`src/ntcadc_pkg.sv`:
```
`default_nettype none
// ----------------------------------------------------------------------------
// ntcadc_pkg
// Shared widths, the thermistor code table and the stage payload types.
// ----------------------------------------------------------------------------
package ntcadc_pkg;

    localparam int unsigned SAMPLE_W   = 12;
    localparam int unsigned TEMP_W     = 18;
    localparam int unsigned CODES_HELD = 166;
    localparam int unsigned IDX_W      = 8;   // holds 0..CODES_HELD
    localparam int unsigned GRP_W      = 16;  // compare bits per count group
    localparam int unsigned NGRP       = (CODES_HELD + GRP_W - 1) / GRP_W;
    localparam int unsigned GRP_CNT_W  = 5;   // holds 0..GRP_W
    localparam int unsigned QUO_W      = 10;  // correction < 1000 < 2**QUO_W
    localparam int unsigned PROD_W     = SAMPLE_W + QUO_W;
    localparam int          MILLI      = 1000;
    localparam int          LOWEST_DEG = -40;

    // ADC code per whole degree, -40 C upward; codes fall with temperature.
    localparam logic [SAMPLE_W-1:0] NTC_CODES [0:CODES_HELD-1] = '{
        12'd2726, 12'd2723, 12'd2720, 12'd2716, 12'd2712, 12'd2708, 12'd2703, 12'd2699,
        12'd2694, 12'd2688, 12'd2683, 12'd2677, 12'd2670, 12'd2664, 12'd2657, 12'd2649,
        12'd2641, 12'd2633, 12'd2624, 12'd2614, 12'd2605, 12'd2594, 12'd2583, 12'd2572,
        12'd2560, 12'd2547, 12'd2534, 12'd2520, 12'd2506, 12'd2491, 12'd2475, 12'd2459,
        12'd2442, 12'd2424, 12'd2405, 12'd2386, 12'd2366, 12'd2345, 12'd2324, 12'd2302,
        12'd2279, 12'd2256, 12'd2231, 12'd2206, 12'd2181, 12'd2154, 12'd2127, 12'd2099,
        12'd2071, 12'd2042, 12'd2012, 12'd1982, 12'd1952, 12'd1921, 12'd1889, 12'd1857,
        12'd1824, 12'd1792, 12'd1758, 12'd1725, 12'd1691, 12'd1658, 12'd1623, 12'd1589,
        12'd1555, 12'd1521, 12'd1487, 12'd1453, 12'd1419, 12'd1385, 12'd1351, 12'd1318,
        12'd1284, 12'd1252, 12'd1219, 12'd1187, 12'd1155, 12'd1123, 12'd1092, 12'd1062,
        12'd1032, 12'd1002, 12'd973,  12'd945,  12'd917,  12'd889,  12'd863,  12'd836,
        12'd811,  12'd786,  12'd761,  12'd737,  12'd714,  12'd692,  12'd670,  12'd648,
        12'd627,  12'd607,  12'd587,  12'd568,  12'd549,  12'd531,  12'd514,  12'd497,
        12'd480,  12'd464,  12'd449,  12'd434,  12'd420,  12'd406,  12'd392,  12'd379,
        12'd366,  12'd354,  12'd342,  12'd330,  12'd319,  12'd309,  12'd298,  12'd288,
        12'd279,  12'd269,  12'd260,  12'd252,  12'd243,  12'd235,  12'd227,  12'd220,
        12'd213,  12'd206,  12'd199,  12'd192,  12'd186,  12'd180,  12'd174,  12'd168,
        12'd163,  12'd158,  12'd152,  12'd147,  12'd143,  12'd138,  12'd134,  12'd129,
        12'd125,  12'd121,  12'd117,  12'd114,  12'd110,  12'd107,  12'd103,  12'd100,
        12'd97,   12'd94,   12'd91,   12'd88,   12'd86,   12'd83,   12'd80,   12'd78,
        12'd76,   12'd73,   12'd71,   12'd69,   12'd67,   12'd65
    };

    // Table read; an index past the end reads as zero.
    function automatic logic [SAMPLE_W-1:0] code_at(input logic [IDX_W-1:0] idx);
        logic [SAMPLE_W-1:0] code;
        code = '0;
        if (32'(idx) < CODES_HELD) begin
            code = NTC_CODES[idx];
        end
        return code;
    endfunction

    // Data that rides alongside the divider.
    typedef struct packed {
        logic [TEMP_W-1:0] base;   // entry temperature in millidegrees
        logic              kill;   // end point or flat step: no correction
    } side_t;

    // Divider input beat.
    typedef struct packed {
        logic [PROD_W-1:0]   prod;  // (sample - code_low) * 1000
        logic [SAMPLE_W-1:0] den;   // code_high - code_low
        side_t               side;
    } interp_t;

    // One divider stage.
    typedef struct packed {
        logic [SAMPLE_W-1:0] rem;
        logic [QUO_W-1:0]    low;
        logic [QUO_W-1:0]    quo;
        logic [SAMPLE_W-1:0] den;
        side_t               side;
    } div_t;

endpackage
`default_nettype wire

```
`src/ntcadc_search.sv`:
```
`default_nettype none
// ----------------------------------------------------------------------------
// ntcadc_search
// Three-stage table search: compare, group counts, index sum.
// ----------------------------------------------------------------------------
module ntcadc_search #(
    parameter int unsigned POINTS = 166
) (
    input  wire logic                              aclk,
    input  wire logic                              aresetn,
    input  wire logic                              adv,
    input  wire logic                              in_valid,
    input  wire logic [ntcadc_pkg::SAMPLE_W-1:0]   in_sample,
    output logic                                   out_valid,
    output logic [ntcadc_pkg::SAMPLE_W-1:0]        out_sample,
    output logic [ntcadc_pkg::IDX_W-1:0]           out_idx
);

    localparam int unsigned LT_W = ntcadc_pkg::NGRP * ntcadc_pkg::GRP_W;

    logic [LT_W-1:0]                     lt_next, lt_reg;
    logic [ntcadc_pkg::GRP_CNT_W-1:0]    cnt_next [0:ntcadc_pkg::NGRP-1];
    logic [ntcadc_pkg::GRP_CNT_W-1:0]    cnt_reg  [0:ntcadc_pkg::NGRP-1];
    logic [ntcadc_pkg::IDX_W-1:0]        idx_next, idx_reg;
    logic [ntcadc_pkg::SAMPLE_W-1:0]     s1_sample_reg, s2_sample_reg, s3_sample_reg;
    logic                                s1_valid_reg, s2_valid_reg, s3_valid_reg;

    // Codes fall monotonically, so the compare vector is a thermometer and
    // its population count is the first index with code <= sample.
    always_comb begin
        lt_next = '0;
        for (int k = 0; k < ntcadc_pkg::CODES_HELD; k++) begin
            if (k < POINTS) begin
                lt_next[k] = (in_sample < ntcadc_pkg::NTC_CODES[k]);
            end
        end
    end

    always_comb begin
        for (int g = 0; g < ntcadc_pkg::NGRP; g++) begin
            cnt_next[g] = ntcadc_pkg::GRP_CNT_W'(
                $countones(lt_reg[g*ntcadc_pkg::GRP_W +: ntcadc_pkg::GRP_W]));
        end
    end

    always_comb begin
        idx_next = '0;
        for (int g = 0; g < ntcadc_pkg::NGRP; g++) begin
            idx_next = idx_next + ntcadc_pkg::IDX_W'(cnt_reg[g]);
        end
    end

    always_ff @(posedge aclk) begin
        if (!aresetn) begin
            s1_valid_reg <= 1'b0;
            s2_valid_reg <= 1'b0;
            s3_valid_reg <= 1'b0;
        end else if (adv) begin
            s1_valid_reg <= in_valid;
            s2_valid_reg <= s1_valid_reg;
            s3_valid_reg <= s2_valid_reg;
        end
    end

    always_ff @(posedge aclk) begin
        if (adv) begin
            lt_reg        <= lt_next;
            s1_sample_reg <= in_sample;
            cnt_reg       <= cnt_next;
            s2_sample_reg <= s1_sample_reg;
            idx_reg       <= idx_next;
            s3_sample_reg <= s2_sample_reg;
        end
    end

    assign out_valid  = s3_valid_reg;
    assign out_sample = s3_sample_reg;
    assign out_idx    = idx_reg;

endmodule
`default_nettype wire

```
`src/ntcadc_prep.sv`:
```
`default_nettype none
// ----------------------------------------------------------------------------
// ntcadc_prep
// Two stages: neighbour lookup and operands, then scaling by 1000.
// ----------------------------------------------------------------------------
module ntcadc_prep #(
    parameter int unsigned POINTS = 166
) (
    input  wire logic                              aclk,
    input  wire logic                              aresetn,
    input  wire logic                              adv,
    input  wire logic                              in_valid,
    input  wire logic [ntcadc_pkg::SAMPLE_W-1:0]   in_sample,
    input  wire logic [ntcadc_pkg::IDX_W-1:0]      in_idx,
    output logic                                   out_valid,
    output ntcadc_pkg::interp_t                    out_data
);

    localparam logic [ntcadc_pkg::IDX_W-1:0] LAST_IDX = ntcadc_pkg::IDX_W'(POINTS - 1);

    logic [ntcadc_pkg::SAMPLE_W-1:0] hi, lo, num_next, num_reg, den_next, den_reg;
    logic [ntcadc_pkg::IDX_W-1:0]    eidx;
    logic                            is_first, is_last;
    ntcadc_pkg::side_t               side_next, side_reg;
    ntcadc_pkg::interp_t             data_next, data_reg;
    logic                            s4_valid_reg, s5_valid_reg;

    always_comb begin
        hi       = ntcadc_pkg::code_at(in_idx - ntcadc_pkg::IDX_W'(1));
        lo       = ntcadc_pkg::code_at(in_idx);
        is_first = (in_idx == '0);
        is_last  = (in_idx >= LAST_IDX);
        eidx     = is_last ? LAST_IDX : in_idx;
        num_next = in_sample - lo;
        den_next = hi - lo;
        side_next.kill = is_first || is_last || (hi <= lo);
        side_next.base = ntcadc_pkg::TEMP_W'(eidx) * ntcadc_pkg::TEMP_W'(ntcadc_pkg::MILLI)
                       + ntcadc_pkg::TEMP_W'(ntcadc_pkg::LOWEST_DEG * ntcadc_pkg::MILLI);
    end

    always_comb begin
        data_next.prod = ntcadc_pkg::PROD_W'(num_reg)
                       * ntcadc_pkg::PROD_W'(ntcadc_pkg::MILLI);
        data_next.den  = den_reg;
        data_next.side = side_reg;
    end

    always_ff @(posedge aclk) begin
        if (!aresetn) begin
            s4_valid_reg <= 1'b0;
            s5_valid_reg <= 1'b0;
        end else if (adv) begin
            s4_valid_reg <= in_valid;
            s5_valid_reg <= s4_valid_reg;
        end
    end

    always_ff @(posedge aclk) begin
        if (adv) begin
            num_reg  <= num_next;
            den_reg  <= den_next;
            side_reg <= side_next;
            data_reg <= data_next;
        end
    end

    assign out_valid = s5_valid_reg;
    assign out_data  = data_reg;

endmodule
`default_nettype wire

```
`src/ntcadc_divider.sv`:
```
`default_nettype none
// ----------------------------------------------------------------------------
// ntcadc_divider
// Restoring divider, one quotient bit per stage. Needs prod < den * 2**QUO_W.
// ----------------------------------------------------------------------------
module ntcadc_divider (
    input  wire logic                           aclk,
    input  wire logic                           aresetn,
    input  wire logic                           adv,
    input  wire logic                           in_valid,
    input  wire ntcadc_pkg::interp_t            in_data,
    output logic                                out_valid,
    output logic [ntcadc_pkg::QUO_W-1:0]        out_quo,
    output ntcadc_pkg::side_t                   out_side
);

    localparam int unsigned NST = ntcadc_pkg::QUO_W;

    ntcadc_pkg::div_t st_in;
    ntcadc_pkg::div_t st_next [0:NST-1];
    ntcadc_pkg::div_t st_reg  [0:NST-1];
    logic [NST-1:0]   valid_reg;

    function automatic ntcadc_pkg::div_t div_step(input ntcadc_pkg::div_t d);
        ntcadc_pkg::div_t              r;
        logic [ntcadc_pkg::SAMPLE_W:0] trial;
        logic                          take;
        r     = d;
        trial = {d.rem, d.low[ntcadc_pkg::QUO_W-1]};
        take  = (trial >= {1'b0, d.den});
        r.rem = take ? ntcadc_pkg::SAMPLE_W'(trial - {1'b0, d.den})
                     : trial[ntcadc_pkg::SAMPLE_W-1:0];
        r.low = {d.low[ntcadc_pkg::QUO_W-2:0], 1'b0};
        r.quo = {d.quo[ntcadc_pkg::QUO_W-2:0], take};
        return r;
    endfunction

    always_comb begin
        st_in.rem  = in_data.prod[ntcadc_pkg::PROD_W-1:ntcadc_pkg::QUO_W];
        st_in.low  = in_data.prod[ntcadc_pkg::QUO_W-1:0];
        st_in.quo  = '0;
        st_in.den  = in_data.den;
        st_in.side = in_data.side;
    end

    always_comb begin
        st_next[0] = div_step(st_in);
        for (int s = 1; s < NST; s++) begin
            st_next[s] = div_step(st_reg[s-1]);
        end
    end

    always_ff @(posedge aclk) begin
        if (!aresetn) begin
            valid_reg <= '0;
        end else if (adv) begin
            valid_reg <= {valid_reg[NST-2:0], in_valid};
        end
    end

    always_ff @(posedge aclk) begin
        if (adv) begin
            st_reg <= st_next;
        end
    end

    assign out_valid = valid_reg[NST-1];
    assign out_quo   = st_reg[NST-1].quo;
    assign out_side  = st_reg[NST-1].side;

endmodule
`default_nettype wire

```
`src/ntc_adc_to_temperature.sv`:
```
`default_nettype none
// ----------------------------------------------------------------------------
// ntc_adc_to_temperature
// NTC thermistor ADC code to millidegrees Celsius by table interpolation.
// ----------------------------------------------------------------------------
//  channel  dir  ports                                   beat
//  s_       in   s_valid, s_ready, s_adc_sample[11:0]     one ADC sample
//  m_       out  m_valid, m_ready, m_temp_millicelsius    one temperature
//                [17:0] (signed)
//
//  One sample per cycle while the output is not stalled. Stages from input to
//  output: 3 search, 2 operand, 10 divider (one quotient bit each), 1 output.
//  Reset (aresetn, synchronous) clears the valid bits only.
//  All stages advance together when the output register is empty or taken;
//  s_ready follows that, so a stalled output holds the whole pipe intact.
// ----------------------------------------------------------------------------
module ntc_adc_to_temperature #(
    parameter int unsigned TABLE_POINTS = 166
) (
    input  wire logic                                  aclk,
    input  wire logic                                  aresetn,
    input  wire logic                                  s_valid,
    output logic                                       s_ready,
    input  wire logic [ntcadc_pkg::SAMPLE_W-1:0]       s_adc_sample,
    output logic                                       m_valid,
    input  wire logic                                  m_ready,
    output logic signed [ntcadc_pkg::TEMP_W-1:0]       m_temp_millicelsius
);

    // Entries in use, clamped to what the table holds and to at least two.
    localparam int unsigned POINTS =
        (TABLE_POINTS > ntcadc_pkg::CODES_HELD) ? ntcadc_pkg::CODES_HELD :
        (TABLE_POINTS < 2) ? 2 : TABLE_POINTS;

    logic                               adv;
    logic                               srch_valid;
    logic [ntcadc_pkg::SAMPLE_W-1:0]    srch_sample;
    logic [ntcadc_pkg::IDX_W-1:0]       srch_idx;
    logic                               prep_valid;
    ntcadc_pkg::interp_t                prep_data;
    logic                               div_valid;
    logic [ntcadc_pkg::QUO_W-1:0]       div_quo;
    ntcadc_pkg::side_t                  div_side;
    logic [ntcadc_pkg::TEMP_W-1:0]      temp_next, temp_reg;
    logic                               m_valid_reg;

    // Global advance: the output register is free or being taken this cycle.
    assign adv     = !m_valid_reg || m_ready;
    assign s_ready = adv;

    // Index i of the first entry with code <= sample (POINTS if none).
    ntcadc_search #(.POINTS(POINTS)) u_search (
        .aclk       (aclk),
        .aresetn    (aresetn),
        .adv        (adv),
        .in_valid   (s_valid),
        .in_sample  (s_adc_sample),
        .out_valid  (srch_valid),
        .out_sample (srch_sample),
        .out_idx    (srch_idx)
    );

    // Neighbour codes, end-point flags, entry temperature, scaled numerator.
    ntcadc_prep #(.POINTS(POINTS)) u_prep (
        .aclk      (aclk),
        .aresetn   (aresetn),
        .adv       (adv),
        .in_valid  (srch_valid),
        .in_sample (srch_sample),
        .in_idx    (srch_idx),
        .out_valid (prep_valid),
        .out_data  (prep_data)
    );

    // Truncated correction: (sample - lo) * 1000 / (hi - lo), < 1000 when applied.
    ntcadc_divider u_divider (
        .aclk      (aclk),
        .aresetn   (aresetn),
        .adv       (adv),
        .in_valid  (prep_valid),
        .in_data   (prep_data),
        .out_valid (div_valid),
        .out_quo   (div_quo),
        .out_side  (div_side)
    );

    // End points and flat steps take the entry temperature as it is.
    always_comb begin
        temp_next = div_side.base;
        if (!div_side.kill) begin
            temp_next = div_side.base - ntcadc_pkg::TEMP_W'(div_quo);
        end
    end

    always_ff @(posedge aclk) begin
        if (!aresetn) begin
            m_valid_reg <= 1'b0;
        end else if (adv) begin
            m_valid_reg <= div_valid;
        end
    end

    always_ff @(posedge aclk) begin
        if (adv) begin
            temp_reg <= temp_next;
        end
    end

    assign m_valid             = m_valid_reg;
    assign m_temp_millicelsius = $signed(temp_reg);

endmodule
`default_nettype wire

```
`config.mk`:
```
export PLATFORM = sky130hd
export DESIGN_NAME = ntc_adc_to_temperature
export DESIGN_NICKNAME = d
export VERILOG_FILES = /design/src/ntcadc_pkg.sv /design/src/ntcadc_search.sv /design/src/ntcadc_prep.sv /design/src/ntcadc_divider.sv /design/src/ntc_adc_to_temperature.sv
export SDC_FILE = /design/constraint.sdc
export NUM_CORES = 2
export LEC_CHECK = 0
export BUFFER_PORTS_ARGS = -buffer_cell sky130_fd_sc_hd__buf_2
export CORE_UTILIZATION = 65
export CTS_BUF_LIST = sky130_fd_sc_hd__clkbuf_8
export CTS_CLUSTER_DIAMETER = 150
export CTS_CLUSTER_SIZE = 30
export DETAILED_ROUTE_END_ITERATION = 16
export PLACE_DENSITY = 0.84
export SYNTH_ARGS = -nofsm -noshare
export SYNTH_HDL_FRONTEND = slang
export SYNTH_SLANG_ARGS = --single-unit
```
`constraint.sdc`:
```
create_clock -name aclk -period 34 [get_ports aclk]
set_clock_uncertainty 0.2 [all_clocks]
set_input_delay 3.4 -clock aclk [delete_from_list [all_inputs] [get_ports aclk]]
set_output_delay 3.4 -clock aclk [all_outputs]
set_load 0.02 [all_outputs]
```
* Word level (Yosys, flattened, before mapping) *
Memories as Yosys holds them, arrays and structs flattened.
Cells that the tools add are included.

word-level totals
  memories kept = 2
  ROM bits = 6,144
  bits in latches = 0
  input bits = 16
  register bits after elaboration = 874
  memory bits (writable) = 0

cells by class
  muxes and demuxes = 17
  $add $sub $neg = 179
  $mul = 2
  eq/ne operators = 0
  reductions and logical operators = 5
  shift operators = 0
  bitwise logic cells = 2
  divide/modulo/power cells = 0
  $lt $le $gt $ge = 182

memory list
  name             words  width  read ports  clocked after memory_dff  write ports  RTL line          RTL
  (no name shown)  256    12     1           0                         0            ntcadc_pkg.sv:50  code = NTC_CODES[idx];
  (no name shown)  256    12     1           0                         0            ntcadc_pkg.sv:50

operators with widths
  cell                                                                    count
  12-bit < comparator, second input constant                              49
  12-bit by 11-bit < comparator with 1-bit output, second input constant  32
  5-bit adder                                                             72
  12-bit by 10-bit < comparator with 1-bit output, second input constant  22
  12-bit by 7-bit < comparator with 1-bit output, second input constant   22
  12-bit by 8-bit < comparator with 1-bit output, second input constant   21
  12-bit by 9-bit < comparator with 1-bit output, second input constant   20
  12-bit two-way mux                                                      15
  1-bit by 1-bit adder with 2-bit output                                  83
  12-bit subtractor                                                       11
  13-bit by 12-bit >= comparator with 1-bit output                        10
  8-bit by 5-bit adder with 8-bit output                                  9
  12-bit by 7-bit multiplier with 19-bit output, second input constant    1
  18-bit adder, second input constant                                     1
  9-bit >= comparator, second input constant                              2
  18-bit two-way mux                                                      1
  8-bit inverter with 9-bit output                                        2
  18-bit by 10-bit subtractor with 18-bit output                          1
  8-bit < comparator, second input constant                               2
  8-bit by 7-bit multiplier with 15-bit output, second input constant     1
  12-bit less-or-equal comparator                                         1
  8-bit >= comparator, second input constant                              1
  8-bit logical NOT                                                       1
  8-bit two-way mux                                                       1
  other kinds (4)                                                         6

* Logic depth before layout (Yosys ltp) *
  depth after elaboration = 10
  depth in mapped cells = 26

* Cells and area by module *
Synthesis repeated with hierarchy kept, for this count alone.

second synthesis, totals
  cells, all modules = 4,205
  area total of the unflattened synthesis = 51,071.5 µm²

modules (own cells, without submodules)
  module                  area each (µm²)  sequential area each (µm²)  times used  cells an instance
  ntcadc_divider          22,431.5         15,394.8                    1           1,482
  ntcadc_search           15,283.4         7,957.6                     1           1,206
  ntcadc_prep             11,974.0         2,652.5                     1           1,372
  ntc_adc_to_temperature  1,382.6          560.5                       1           145

* Worst setup path after synthesis *
No wires, ideal clock.

  kind = input port to output port
  from = input m_ready
  to = output s_ready
  data required time = 30,400 ps
  path slack = 4,254 ps
  stages = 4
  buffers on the path = 2
  data arrival time = 26,146 ps
  path through = nor2b_1 clkbuf_1 inv_1 clkbuf_1

on the way
  cells in the longest elaborated chain, start to end = 1

RTL lines
  item                RTL line                      RTL
  start: declaration  ntc_adc_to_temperature.sv:26  input wire logic m_ready,
  1-bit logical OR    ntc_adc_to_temperature.sv:48  assign adv = !m_valid_reg || m_ready;
  end: declaration    ntc_adc_to_temperature.sv:23  output logic s_ready,

Every way passes these cells.

* Worst setup path after layout *
  from = input m_ready
  to = register u_divider.st_reg (netlist bit u_divider.st_next[554]), enable pin

on the way
  cells in the longest elaborated chain, start to end = 1

RTL lines
  item                    RTL line                      RTL
  1-bit logical OR        ntc_adc_to_temperature.sv:48
  end signal: assignment  ntcadc_divider.sv:63          st_reg <= st_next;
  end: declaration        ntcadc_divider.sv:21          ntcadc_pkg::div_t st_reg [0:NST-1];

Every way passes these cells.
A chain may end at the register's enable or synchronous reset.

==> flow_metrics.py <==
metrics = {
    "outcome": {
        "outcome": "finished, final reports clean",
    },
    "setup_path": {
        "cp_num_buf_inv": 8,
        "critPathTopFamily": "buffers and inverters",
        "max_stage_delay_ns": 0.98,
        "critPathLaunchType": "primary input",
        "crit_fanout": 104,
        "ff2ff_setup_slack_ns": 25.86,
        "slowest_stage": "buf_4",
        "path_common_cell": "buf_4",
        "worstPathArrival_ns": 8.92,
        "cp-end-kind": "flop",
        "crit_required_ns": 34.19,
        "path_cells": "buf_2 > nor2b_1 > buf_4 > inv_8 > buf_4 > buf_4 > buf_4 > buf_4 > buf_4",
        "crit_type": "in2reg",
    },
    "clock_tree": {
        "clkLatencyLatePin_ns": 0.80,
        "cts_made_buffers": 31,
        "cts_root_buf": "clkbuf_8",
        "clkSinkCount": 837,
        "cts_tree": "done",
        "cts_max_path_buffers": 3,
        "hold_buffers": 0,
        "cts_resized": 0,
        "htreeDepth": 1,
        "clk_pin_slew_worst_paths_ns": 0.20,
        "postCtsSetupBuffers": 0,
    },
    "timing": {
        "fmax_mhz": 114,
        "final-max-slew-violation-count": 0,
        "setup_violations": 0,
        "tightest_slew_ns": 1.30,
        "grt_setup_unrepaired": "no",
        "period_needed_ns": 8.74,
        "fin_crit_sh": 0.257,
        "final.setup.worst_slack_ns": 25.26,
        "finalHoldViolCount": 0,
        "slew_headroom": 0.130,
        "fin_setup_tns_ns": 0,
    },
    "routing": {
        "wire_per_inst_um": 20.0,
        "drt_iter0_markers": 3237,
        "drt-pass1-iter-count": 9,
        "viasPerCell": 6.15,
        "num_vias": 31600,
        "finalWirelength_um": 103000,
        "final_antenna_net_count": 0,
        "route.detailed.drc": 0,
    },
    "grt": {
        "use_met1": 0.370,
        "antenna_found_initial": 5,
        "grt_pass1_wl_um": 163000,
        "grt-busiest-layer": "met2",
        "grt_overflow": 0,
        "grt_max_degree": 189,
        "gr-usage-met2": 0.434,
        "grt.met3_usage": 0.0431,
        "grtUsageTotal": 0.266,
        "grt_pass1_vias": 31100,
    },
    "job": {
        "drv_cap": 0,
    },
    "yosys": {
        "syn_avg_cell_area_um2": 11.8,
        "synth_compound_area_frac": 0.120,
        "yosysUniqueCellTypes": 83,
        "synthCells": 4210,
        "synth-simple-area-share": 0.0789,
        "synth_xor_xnor_area_share": 0.0258,
        "synth_fa_ha_area_frac": 0.192,
        "synth-seq-cells": 837,
        "synth_nets": 4857,
        "synth_top_family_by_area": "adder cells",
        "synth_area_um2": 49600,
        "ys.flop_type": "edfxtp_1",
        "ys_warn_count": 0,
        "seq_area_frac_synth": 0.503,
        "synth_top_area_cell": "edfxtp_1",
        "synthMuxAreaShare": 0.0254,
        "async_flop_share": 0,
        "synth_top_area_share": 0.497,
        "synth_area_leaders": "edfxtp_1, ha_1, fa_1, inv_1, a21oi_1",
        "synth_edf_count": 821,
    },
    "final_layout": {
        "final_cell_mix": "edfxtp_1, inv_1, ha_1",
        "largest_reg_flops": 312,
        "drive_gt1_frac": 0.0564,
        "layout_commonest_cell": "edfxtp_1",
        "nNetsFinal": 4802,
        "syn2layout_area_growth_pct": 3.26,
    },
    "placement": {
        "dp_hpwl_um": 75200,
        "gp_congestion": 0.975,
        "detailedPlace.worstSlack_ns": 24.39,
        "portBuffers": 35,
    },
    "die": {
        "die_area_um2": 77500,
        "fp.dieH_um": 278,
        "core_um2": 74900,
        "initial_core_util": 0.662,
        "io_pins": 36,
        "fp-row-count": 100,
        "die-width_um": 278,
    },
    "worst_hold_path": {
        "hp-class": "reg2reg",
    },
}
## path summary, 6_finish.rpt
kind                                  start                   endpoint  cells past startpoint
setup / recovery                    m_ready     u_divider.st_next[554]                      9
hold / removal    u_search.s1_sample_reg[1]  u_search.s2_sample_reg[1]                      0
setup reg to reg        u_search.out_idx[0]       u_prep.data_next[18]                     22
hold reg to reg   u_search.s1_sample_reg[1]  u_search.s2_sample_reg[1]                      0
## cells by family (layout without fill, tap and decap cells)
| logic type | count (synthesis) | after routing |
|---|---|---|
| AO/OA/AOI/OAI | 950 | 950 |
| AND/OR/NAND/NOR | 839 | 839 |
| flip-flops | 837 | 837 |
| buffers and inverters | 704 | 663 |
| adder cells (fa/ha/maj) | 631 | 631 |
| XOR/XNOR | 143 | 143 |
| multiplexers | 106 | 106 |
| other | 0 | 3 |
## per-stage QoR
step | cells | area, um2 | hold WS [ns] | util
global route | 5140 | 51200 | 0.191 | 0.684
detailed placement | 5091 | 50700 | 0.205 | 0.677
finish | 5141 | 51200 | 0.201 | 0.684
floorplan | 4210 | 49600 | 0.200 | -
CTS | 5138 | 51200 | 0.170 | 0.684
global placement | 5091 | 50700 | 0.201 | 0.677
## cell usage after synthesis, types with 45 or more instances
library cell / n
a31oi_1: 45
o21ai_0: 209
nor2b_1: 53
ha_1: 412
nor3_1: 49
fa_1: 219
a21oi_1: 295
mux2_2: 71
inv_1: 535
nor2_1: 235
clkbuf_1: 117
edfxtp_1: 821
nand2_1: 289
xnor2_1: 96
a211oi_1: 50
a21o_1: 77
## area by class of cell
cell class | instances | area [um2]
inverter | 539 | 2030
clock inverter | 16 | 68.8
antenna | 3 | 7.51
tap | 969 | 1210
timing repair buffer | 77 | 503
clock buffer | 31 | 427
multi-input combinational | 2669 | 22000
fill | 5244 | 23700
sequential | 837 | 25000
## layer usage
metal | share of wire | vias up | routed length [um]
met4 | 0.027 | 2 | 2810
met3 | 0.084 | 209 | 8610
met1 | 0.42 | 15300 | 42900
met2 | 0.47 | 1277 | 48600
li1 | - | 14800 | -
met5 | 0.00031 | - | 32
Power is left out: the tool's default activity adds up to more than one toggle a clock period on the data nets, which glitch-free logic cannot reach.
